## src/design/tpq_pkg.sv

```systemverilog
// Shared types, constants and calibration functions for the touch press qualifier.
package tpq_pkg;

  // Field widths.
  localparam int SAMPLE_W   = 12;
  localparam int PRESS_W    = 13;
  localparam int TIME_W     = 32;
  localparam int GAP_W      = 16;
  localparam int RUN_W      = 8;
  localparam int POS_X_W    = 9;
  localparam int POS_Y_W    = 8;
  localparam int CFG_IDX_W  = 2;
  localparam int CFG_DATA_W = 16;
  localparam int IN_DATA_W  = 152;
  localparam int OUT_DATA_W = 32;

  // Configuration register indexes.
  typedef enum logic [CFG_IDX_W-1:0] {
    REG_PRESS_HIGH      = 2'd0,
    REG_RELEASE_LOW     = 2'd1,
    REG_RELEASE_SAMPLES = 2'd2,
    REG_FIRE_GAP        = 2'd3
  } cfg_reg_t;

  // Reset values of the configuration registers.
  localparam logic [PRESS_W-1:0] PRESS_HIGH_RST      = 13'd220;
  localparam logic [PRESS_W-1:0] RELEASE_LOW_RST     = 13'd90;
  localparam logic [RUN_W-1:0]   RELEASE_SAMPLES_RST = 8'd3;
  localparam logic [GAP_W-1:0]   FIRE_GAP_RST        = 16'd200;

  // Pressure is z1 plus full scale minus z2.
  localparam logic [PRESS_W-1:0] PRESS_FULL_SCALE = 13'd4095;
  localparam logic [RUN_W-1:0]   RUN_MAX          = 8'd255;

  // Column calibration: (avg_y - 465) * 320 / 3075, clamped to 319.
  // The divide is a multiply by ceil(2^22 * 64 / 615), exact for any 12-bit offset value.
  localparam logic [SAMPLE_W-1:0] COL_OFF   = 12'd465;
  localparam logic [18:0]         COL_MULT  = 19'd436481;
  localparam int                  COL_SHIFT = 22;
  localparam logic [POS_X_W-1:0]  COL_MAX   = 9'd319;

  // Row calibration: (avg_x - 620) * 240 / 2660, clamped to 239.
  // The divide is a multiply by ceil(2^20 * 12 / 133), exact for any 12-bit offset value.
  localparam logic [SAMPLE_W-1:0] ROW_OFF   = 12'd620;
  localparam logic [16:0]         ROW_MULT  = 17'd94609;
  localparam int                  ROW_SHIFT = 20;
  localparam logic [POS_Y_W-1:0]  ROW_MAX   = 8'd239;

  // Configuration bundle.
  typedef struct packed {
    logic [PRESS_W-1:0] press_high;
    logic [PRESS_W-1:0] release_low;
    logic [RUN_W-1:0]   release_samples;
    logic [GAP_W-1:0]   fire_gap_ms;
  } cfg_t;

  // One sample set; the last member sits in the lowest bits.
  typedef struct packed {
    logic [TIME_W-1:0]   time_ms;
    logic [SAMPLE_W-1:0] raw_y_d;
    logic [SAMPLE_W-1:0] raw_y_c;
    logic [SAMPLE_W-1:0] raw_y_b;
    logic [SAMPLE_W-1:0] raw_y_a;
    logic [SAMPLE_W-1:0] raw_x_d;
    logic [SAMPLE_W-1:0] raw_x_c;
    logic [SAMPLE_W-1:0] raw_x_b;
    logic [SAMPLE_W-1:0] raw_x_a;
    logic [SAMPLE_W-1:0] pressure_two;
    logic [SAMPLE_W-1:0] pressure_one;
  } in_item_t;

  // One result.
  typedef struct packed {
    logic               fired;
    logic [PRESS_W-1:0] pressure;
    logic               in_contact;
    logic [POS_Y_W-1:0] pos_y;
    logic [POS_X_W-1:0] pos_x;
  } res_t;

  // Screen column from the averaged Y sample.
  function automatic logic [POS_X_W-1:0] map_col(input logic [SAMPLE_W-1:0] avg);
    logic [SAMPLE_W-1:0] diff;
    logic [30:0]         prod;
    logic [POS_X_W-1:0]  quo;
    diff = avg - COL_OFF;
    prod = 31'(diff) * 31'(COL_MULT);
    quo  = prod[COL_SHIFT +: POS_X_W];
    if (avg <= COL_OFF) begin
      return '0;
    end else if (quo > COL_MAX) begin
      return COL_MAX;
    end
    return quo;
  endfunction

  // Screen row from the averaged X sample.
  function automatic logic [POS_Y_W-1:0] map_row(input logic [SAMPLE_W-1:0] avg);
    logic [SAMPLE_W-1:0] diff;
    logic [28:0]         prod;
    logic [8:0]          quo;
    diff = avg - ROW_OFF;
    prod = 29'(diff) * 29'(ROW_MULT);
    quo  = prod[ROW_SHIFT +: 9];
    if (avg <= ROW_OFF) begin
      return '0;
    end else if (quo > 9'(ROW_MAX)) begin
      return ROW_MAX;
    end
    return quo[POS_Y_W-1:0];
  endfunction

endpackage

```

## src/design/tpq_cfg_regs.sv

```systemverilog
// Configuration register file of the touch press qualifier.
module tpq_cfg_regs (
  input  logic                           clk,
  input  logic                           rst,
  input  logic                           cfg_we,
  input  logic [tpq_pkg::CFG_IDX_W-1:0]  cfg_index,
  input  logic [tpq_pkg::CFG_DATA_W-1:0] cfg_data,
  output tpq_pkg::cfg_t                  cfg
);
  import tpq_pkg::*;

  // Write decode; each register keeps its low bits of the write data.
  always_ff @(posedge clk) begin
    if (rst) begin
      cfg.press_high      <= PRESS_HIGH_RST;
      cfg.release_low     <= RELEASE_LOW_RST;
      cfg.release_samples <= RELEASE_SAMPLES_RST;
      cfg.fire_gap_ms     <= FIRE_GAP_RST;
    end else if (cfg_we) begin
      unique case (cfg_reg_t'(cfg_index))
        REG_PRESS_HIGH:      cfg.press_high      <= cfg_data[PRESS_W-1:0];
        REG_RELEASE_LOW:     cfg.release_low     <= cfg_data[PRESS_W-1:0];
        REG_RELEASE_SAMPLES: cfg.release_samples <= cfg_data[RUN_W-1:0];
        REG_FIRE_GAP:        cfg.fire_gap_ms     <= cfg_data[GAP_W-1:0];
        default: ;
      endcase
    end
  end

endmodule

```

## src/design/tpq_qualify.sv

```systemverilog
// Per-sample pressure, press latch, release debounce and coordinate mapping.
module tpq_qualify (
  input  logic              clk,
  input  logic              rst,
  input  tpq_pkg::cfg_t     cfg,
  input  tpq_pkg::in_item_t item,
  input  logic              advance,
  output tpq_pkg::res_t     res
);
  import tpq_pkg::*;

  logic                press_latched;
  logic [RUN_W-1:0]    release_run;
  logic [TIME_W-1:0]   last_fire_time;

  logic                press_latched_next;
  logic [RUN_W-1:0]    release_run_next;
  logic [TIME_W-1:0]   last_fire_time_next;

  logic [SAMPLE_W+1:0] sum_x;
  logic [SAMPLE_W+1:0] sum_y;
  logic [SAMPLE_W-1:0] avg_x;
  logic [SAMPLE_W-1:0] avg_y;
  logic [PRESS_W-1:0]  press;
  logic                contact;
  logic                release_hit;
  logic [RUN_W-1:0]    run_inc;
  logic                latch_mid;
  logic [TIME_W-1:0]   elapsed;
  logic                fire;

  // Sample averages.
  always_comb begin
    sum_x = 14'(item.raw_x_a) + 14'(item.raw_x_b) + 14'(item.raw_x_c) + 14'(item.raw_x_d);
    sum_y = 14'(item.raw_y_a) + 14'(item.raw_y_b) + 14'(item.raw_y_c) + 14'(item.raw_y_d);
    avg_x = sum_x[SAMPLE_W+1:2];
    avg_y = sum_y[SAMPLE_W+1:2];
  end

  // Pressure, contact and the release run; the latch re-arms before the fire test.
  always_comb begin
    press       = 13'(item.pressure_one) + PRESS_FULL_SCALE - 13'(item.pressure_two);
    contact     = press > cfg.press_high;
    release_hit = press < cfg.release_low;
    run_inc     = (release_run == RUN_MAX) ? release_run : release_run + 8'd1;
    release_run_next = release_hit ? run_inc : '0;
    latch_mid   = (release_hit && (run_inc >= cfg.release_samples)) ? 1'b0 : press_latched;
    elapsed     = item.time_ms - last_fire_time;
    fire        = contact && !latch_mid && (elapsed > 32'(cfg.fire_gap_ms));
    press_latched_next  = fire | latch_mid;
    last_fire_time_next = fire ? item.time_ms : last_fire_time;
  end

  // Result fields; coordinates are zero unless the sample fires.
  always_comb begin
    res.fired      = fire;
    res.pressure   = press;
    res.in_contact = contact;
    res.pos_x      = fire ? map_col(avg_y) : '0;
    res.pos_y      = fire ? map_row(avg_x) : '0;
  end

  // State moves on once per request, when its result is taken into the output register.
  always_ff @(posedge clk) begin
    if (rst) begin
      press_latched  <= 1'b0;
      release_run    <= '0;
      last_fire_time <= '0;
    end else if (advance) begin
      press_latched  <= press_latched_next;
      release_run    <= release_run_next;
      last_fire_time <= last_fire_time_next;
    end
  end

`ifndef NO_ASSERTIONS
  a_fire_latches: assert property (@(posedge clk) disable iff (rst)
    advance && fire |=> press_latched)
    else $error("press latch not set after a fire");

  a_run_clears: assert property (@(posedge clk) disable iff (rst)
    advance && !release_hit |=> release_run == '0)
    else $error("release run not cleared by a non-release sample");

  a_fire_time: assert property (@(posedge clk) disable iff (rst)
    advance && fire |=> last_fire_time == $past(item.time_ms))
    else $error("fire time not recorded");

  a_idle_holds: assert property (@(posedge clk) disable iff (rst)
    !advance |=> $stable(press_latched) && $stable(release_run))
    else $error("qualifier state changed without a request");
`endif

endmodule

```

## src/design/touch_press_qualifier_top.sv

```systemverilog
// Top level of the touch press qualifier: input register, qualifier, output register.
//
//   channel   direction  handshake                      payload
//   s_axis    in         s_axis_tvalid / s_axis_tready  tdata: one touch sample set
//   m_axis    out        m_axis_tvalid / m_axis_tready  tdata: position and pressure,
//                                                       tuser: fired
//   cfg       in         cfg_we                         cfg_index, cfg_data
//
// One request per clock cycle while m_axis is not stalled. A request is held in the
// input register, then its result in the output register. The rate is set by the single
// combinational pass between the two, where pressure, debounce state and coordinate
// multiply are evaluated. Reset clears the press latch, release run, last fire time and
// both valid flags and loads the register defaults. A stall on m_axis holds the output
// register; the input register still takes one more request before s_axis_tready drops.
module touch_press_qualifier_top (
  input  logic                           clk,
  input  logic                           rst,
  input  logic                           s_axis_tvalid,
  output logic                           s_axis_tready,
  // pressure_one, pressure_two, raw_x_a, raw_x_b, raw_x_c, raw_x_d,
  // raw_y_a, raw_y_b, raw_y_c, raw_y_d, time_ms
  input  logic [tpq_pkg::IN_DATA_W-1:0]  s_axis_tdata,
  output logic                           m_axis_tvalid,
  input  logic                           m_axis_tready,
  // pos_x, pos_y, in_contact, pressure, one zero pad bit
  output logic [tpq_pkg::OUT_DATA_W-1:0] m_axis_tdata,
  // fired
  output logic [0:0]                     m_axis_tuser,
  input  logic                           cfg_we,
  input  logic [tpq_pkg::CFG_IDX_W-1:0]  cfg_index,
  input  logic [tpq_pkg::CFG_DATA_W-1:0] cfg_data
);
  import tpq_pkg::*;

  cfg_t     cfg;
  logic     s1_valid;
  in_item_t s1_item;
  logic     out_valid;
  res_t     out_res;
  res_t     res;
  logic     out_free;
  logic     advance;

  // Handshake: the input register empties whenever the output register can load.
  assign out_free      = !out_valid || m_axis_tready;
  assign advance       = s1_valid && out_free;
  assign s_axis_tready = !s1_valid || out_free;

  tpq_cfg_regs u_cfg (
    .clk       (clk),
    .rst       (rst),
    .cfg_we    (cfg_we),
    .cfg_index (cfg_index),
    .cfg_data  (cfg_data),
    .cfg       (cfg)
  );

  tpq_qualify u_qualify (
    .clk     (clk),
    .rst     (rst),
    .cfg     (cfg),
    .item    (s1_item),
    .advance (advance),
    .res     (res)
  );

  // Valid flags of the two register stages.
  always_ff @(posedge clk) begin
    if (rst) begin
      s1_valid  <= 1'b0;
      out_valid <= 1'b0;
    end else begin
      if (s_axis_tready) begin
        s1_valid <= s_axis_tvalid;
      end
      if (out_free) begin
        out_valid <= s1_valid;
      end
    end
  end

  // Payload registers.
  always_ff @(posedge clk) begin
    if (s_axis_tvalid && s_axis_tready) begin
      s1_item <= in_item_t'(s_axis_tdata);
    end
    if (advance) begin
      out_res <= res;
    end
  end

  assign m_axis_tvalid = out_valid;
  assign m_axis_tdata  = {1'b0, out_res.pressure, out_res.in_contact,
                          out_res.pos_y, out_res.pos_x};
  assign m_axis_tuser  = out_res.fired;

`ifndef NO_ASSERTIONS
  a_fire_contact: assert property (@(posedge clk) disable iff (rst)
    m_axis_tvalid && out_res.fired |-> out_res.in_contact)
    else $error("fired result without contact");

  a_idle_pos: assert property (@(posedge clk) disable iff (rst)
    m_axis_tvalid && !out_res.fired |-> out_res.pos_x == '0 && out_res.pos_y == '0)
    else $error("position set on a result that did not fire");

  a_pos_range: assert property (@(posedge clk) disable iff (rst)
    m_axis_tvalid |-> out_res.pos_x <= COL_MAX && out_res.pos_y <= ROW_MAX)
    else $error("position outside the screen");

  a_stage_moves: assert property (@(posedge clk) disable iff (rst)
    advance |=> m_axis_tvalid)
    else $error("request lost between input and output registers");
`endif

endmodule
```

## config.mk

```make
export PLATFORM = sky130hd
export DESIGN_NAME = touch_press_qualifier_top
export DESIGN_NICKNAME = d
export VERILOG_FILES = /design/src/design/tpq_pkg.sv /design/src/design/tpq_cfg_regs.sv /design/src/design/tpq_qualify.sv /design/src/design/touch_press_qualifier_top.sv
export SDC_FILE = /design/constraint.sdc
export NUM_CORES = 1
export LEC_CHECK = 0
export BUFFER_PORTS_ARGS = -buffer_cell sky130_fd_sc_hd__buf_2
export CAP_MARGIN = 20
export CORE_MARGIN = 5
export CORE_UTILIZATION = 56
export DETAILED_ROUTE_END_ITERATION = 8
export PLACE_DENSITY_LB_ADDON = 0.08
export SYNTH_ARGS = -nofsm -noshare
export SYNTH_HDL_FRONTEND = slang
export SYNTH_SLANG_ARGS = --single-unit
```

## constraint.sdc

```tcl
create_clock -name clk -period 10.9 [get_ports clk]
set_input_delay 2.725 -clock clk [delete_from_list [all_inputs] [get_ports clk]]
set_output_delay 2.725 -clock clk [all_outputs]
set_load 0.05 [all_outputs]
```

==> results.ini <==
[cts]
postCtsSetupBuffers = 0
insertion_delay_ps = 600
numCtsBuffers = 30
cts_tree = built
cts_buffer_depth = 3
clk_pin_slew_worst_paths_ps = 60
postCtsHoldBufs = 0
cts_sinks = 277
cts-htree-levels = 1
cts.root.buffer_cell = clkbuf_16
cts_resized = 0

[timing]
hold_viol_final = 0
period_needed_ps = 9890
setup_violations = 0
fin_crit_sh = 0.908
fin_tns_setup_ps = 0
rsz0062_at_grt = false
max_freq_ghz = 0.101
slew_violations = 0
finalClockSkew_ps = 51.2
whs_ps = 453
tightestPinTransition_ps = 992
fin_ws_ps = 1010
slew_headroom = 0.336

[critical_path]
cp_slowest_stage_delay_ps = 540
r2r-end = m_axis_tdata[11]
critical_path_arrival_ps = 10160
r2r_cells = 43
critical_path_peak_fanout = 8
r2r_slack_ps = 1010
r2r-start = s1_item[24]
startpoint_type = register
critical_path_required_ps = 11170
worstSetupPathType = register to register
cp_slowest_cell = fa_1
cp-end-kind = register
crit_top_cell = inv_1

[synth]
synth_edf_count = 184
synthFlopType = edfxtp_1
synthCells = 2168
yosysSeqAreaShare = 0.350
async_flop_share = 0
ys_warn_count = 0
synthesis.area_um2 = 21100
postSynthAreaPerCell_um2 = 9.74
synth.distinct_cells = 85
synth_seq_cells = 277
synth_fp_nets = 2756

[grt]
grt_pass1_vias = 15700
antenna_found_initial = 2
grt_max_degree = 94
grt_pass1_wl_um = 74300
grt.total_usage = 0.214
grt_overflow = 0

[place]
port_buffers = 208
post-dp-hpwl_um = 35700
gp_congestion = 0.875
place_ws_ps = 1090
dp_cells = 2850

[floorplan]
die_y_um = 204
rows = 71
die_x_um = 204
design.core.area_um2 = 37500
io_pins = 210
start_util = 0.563
die_area_um2 = 41700

[routing]
drt_iter0_markers = 701
via_per_inst = 5.34
ant_nets = 0
drc_errors = 0
drt_pass1_iterations = 6
wirelength_um = 45200
vias = 15500
drt-wirelength-per-cell_um = 15.6

[layout]
final_nets = 2960
synthToLayoutAreaGrowth_pct = 11.8
fin_cells = 2907
drive_above_1_share = 0.119
fill_cells = 3271

[worst_hold_path]
hold_path_depth = 2
hold_start = u_cfg.cfg[4]
worstHoldPathType = register to register
hold-path-endpoint = u_cfg.cfg[4]

[flow_run]
maxCapViolCount = 0

[run_status]
status = finished clean

## registers in the layout (all words and copies together) (netlist names)
name                      count
m_axis_tuser                  1
s1_item                     152
u_cfg.cfg                    50
u_qualify.release_run         8
m_axis_tvalid                 1
u_qualify.press_latched       1
m_axis_tdata                 31
s1_valid                      1
u_qualify.last_fire_time     32
## worst max path at each step
stage / startpoint / end / slack [ps] / depth (start not counted)
after floorplan: s1_item[24] / m_axis_tdata[10] / 1870 / 43
after global placement: s1_item[24] / m_axis_tdata[9] / 1270 / 43
after detailed placement: s1_item[24] / m_axis_tdata[11] / 1090 / 43
after CTS: s1_item[24] / m_axis_tdata[11] / 970 / 43
after global routing: s1_item[24] / m_axis_tdata[10] / 40 / 43
final: s1_item[24] / m_axis_tdata[11] / 1010 / 43
## layout by cell type (no fill, tap or decap), drive strengths merged, types with 12 or more instances in the layout
cell,count
dfxtp,93
a211o,15
o21a,28
inv,402
nor3,25
nand2,162
nor2,71
and3,12
o21ai,103
edfxtp,184
a21oi,180
xnor2,68
a21o,58
fa,102
ha,311
xor2,35
nand3,66
clkbuf,43
nor2b,18
nand2b,17
nand4,21
buf,220
## critical path, delay by kind of cell, from the launching register on
family | cells | cell delay (ps)
flops | 1 | 370
buf+inv | 6 | 320
simple gates | 5 | 1140
fa+ha+maj | 10 | 3630
xor+xnor | 2 | 780
compound gates | 20 | 3300
## layer usage
metal	vias to the layer above	global-route usage	wire (µm)
li1	7824	-	-
met1	7361	0.274	19600
met2	270	0.386	22800
met3	61	0.0284	1790
met4	0	0.0538	987
met5	-	0	0
## stage by stage
| stage | area (µm²) | util |
|---|---|---|
| after floorplan | 21100 | - |
| after global placement | 22700 | 0.605 |
| after detailed placement | 22700 | 0.605 |
| after CTS | 23600 | 0.629 |
| after global routing | 23600 | 0.630 |
| final | 23600 | 0.630 |
## cells in the mapped netlist, drive strengths merged (4+ instances only)
cell / number / share of area
inv: 400 / 0.071
ha: 311 / 0.18
edfxtp: 184 / 0.26
a21oi: 180 / 0.043
nand2: 162 / 0.029
o21ai: 103 / 0.024
fa: 102 / 0.097
dfxtp: 93 / 0.088
nor2: 71 / 0.013
xnor2: 68 / 0.028
nand3: 66 / 0.016
a21o: 58 / 0.021
clkbuf: 37 / 0.0066
xor2: 35 / 0.015
o21a: 28 / 0.010
nor3: 25 / 0.0059
nand4: 21 / 0.0062
nor2b: 18 / 0.0053
nand2b: 17 / 0.0050
a211o: 15 / 0.0062
and3: 12 / 0.0036
buf: 11 / 0.0041
o211ai: 11 / 0.0041
a21boi: 10 / 0.0036
a31oi: 10 / 0.0030
o22ai: 10 / 0.0030
a2111oi: 8 / 0.0034
a211oi: 8 / 0.0028
nand3b: 8 / 0.0028
o21bai: 8 / 0.0028
or2: 8 / 0.0024
mux2i: 6 / 0.0028
or3: 6 / 0.0018
a221oi: 5 / 0.0024
nor3b: 5 / 0.0023
and2: 4 / 0.0012
## cell families after synthesis
family          Yosys count  share of synthesized area
compound gates          485                      0.143
buf+inv                 449                     0.0820
simple gates            432                     0.0972
fa+ha+maj               413                      0.281
flops                   277                      0.350
xor+xnor                103                     0.0427
mux                       8                    0.00391
other cells               1                   0.000178
## cell type report
| cell class | instances | area, µm² | area share |
|---|---|---|---|
| Sequential cell | 277 | 7390 | 0.313 |
| Timing Repair Buffer | 220 | 1150 | 0.0487 |
| Clock buffer | 43 | 810 | 0.0343 |
| Multi-Input combinational cell | 1442 | 12000 | 0.509 |
| Clock inverter | 11 | 110 | 0.00466 |
| Tap cell | 511 | 639 | 0.0271 |
| Inverter | 401 | 1510 | 0.0638 |
| Antenna cell | 2 | 5.00 | 0.000212 |
Power is left out: the tool's default activity adds up to more than one toggle a clock period on the data nets, which glitch-free logic cannot reach.
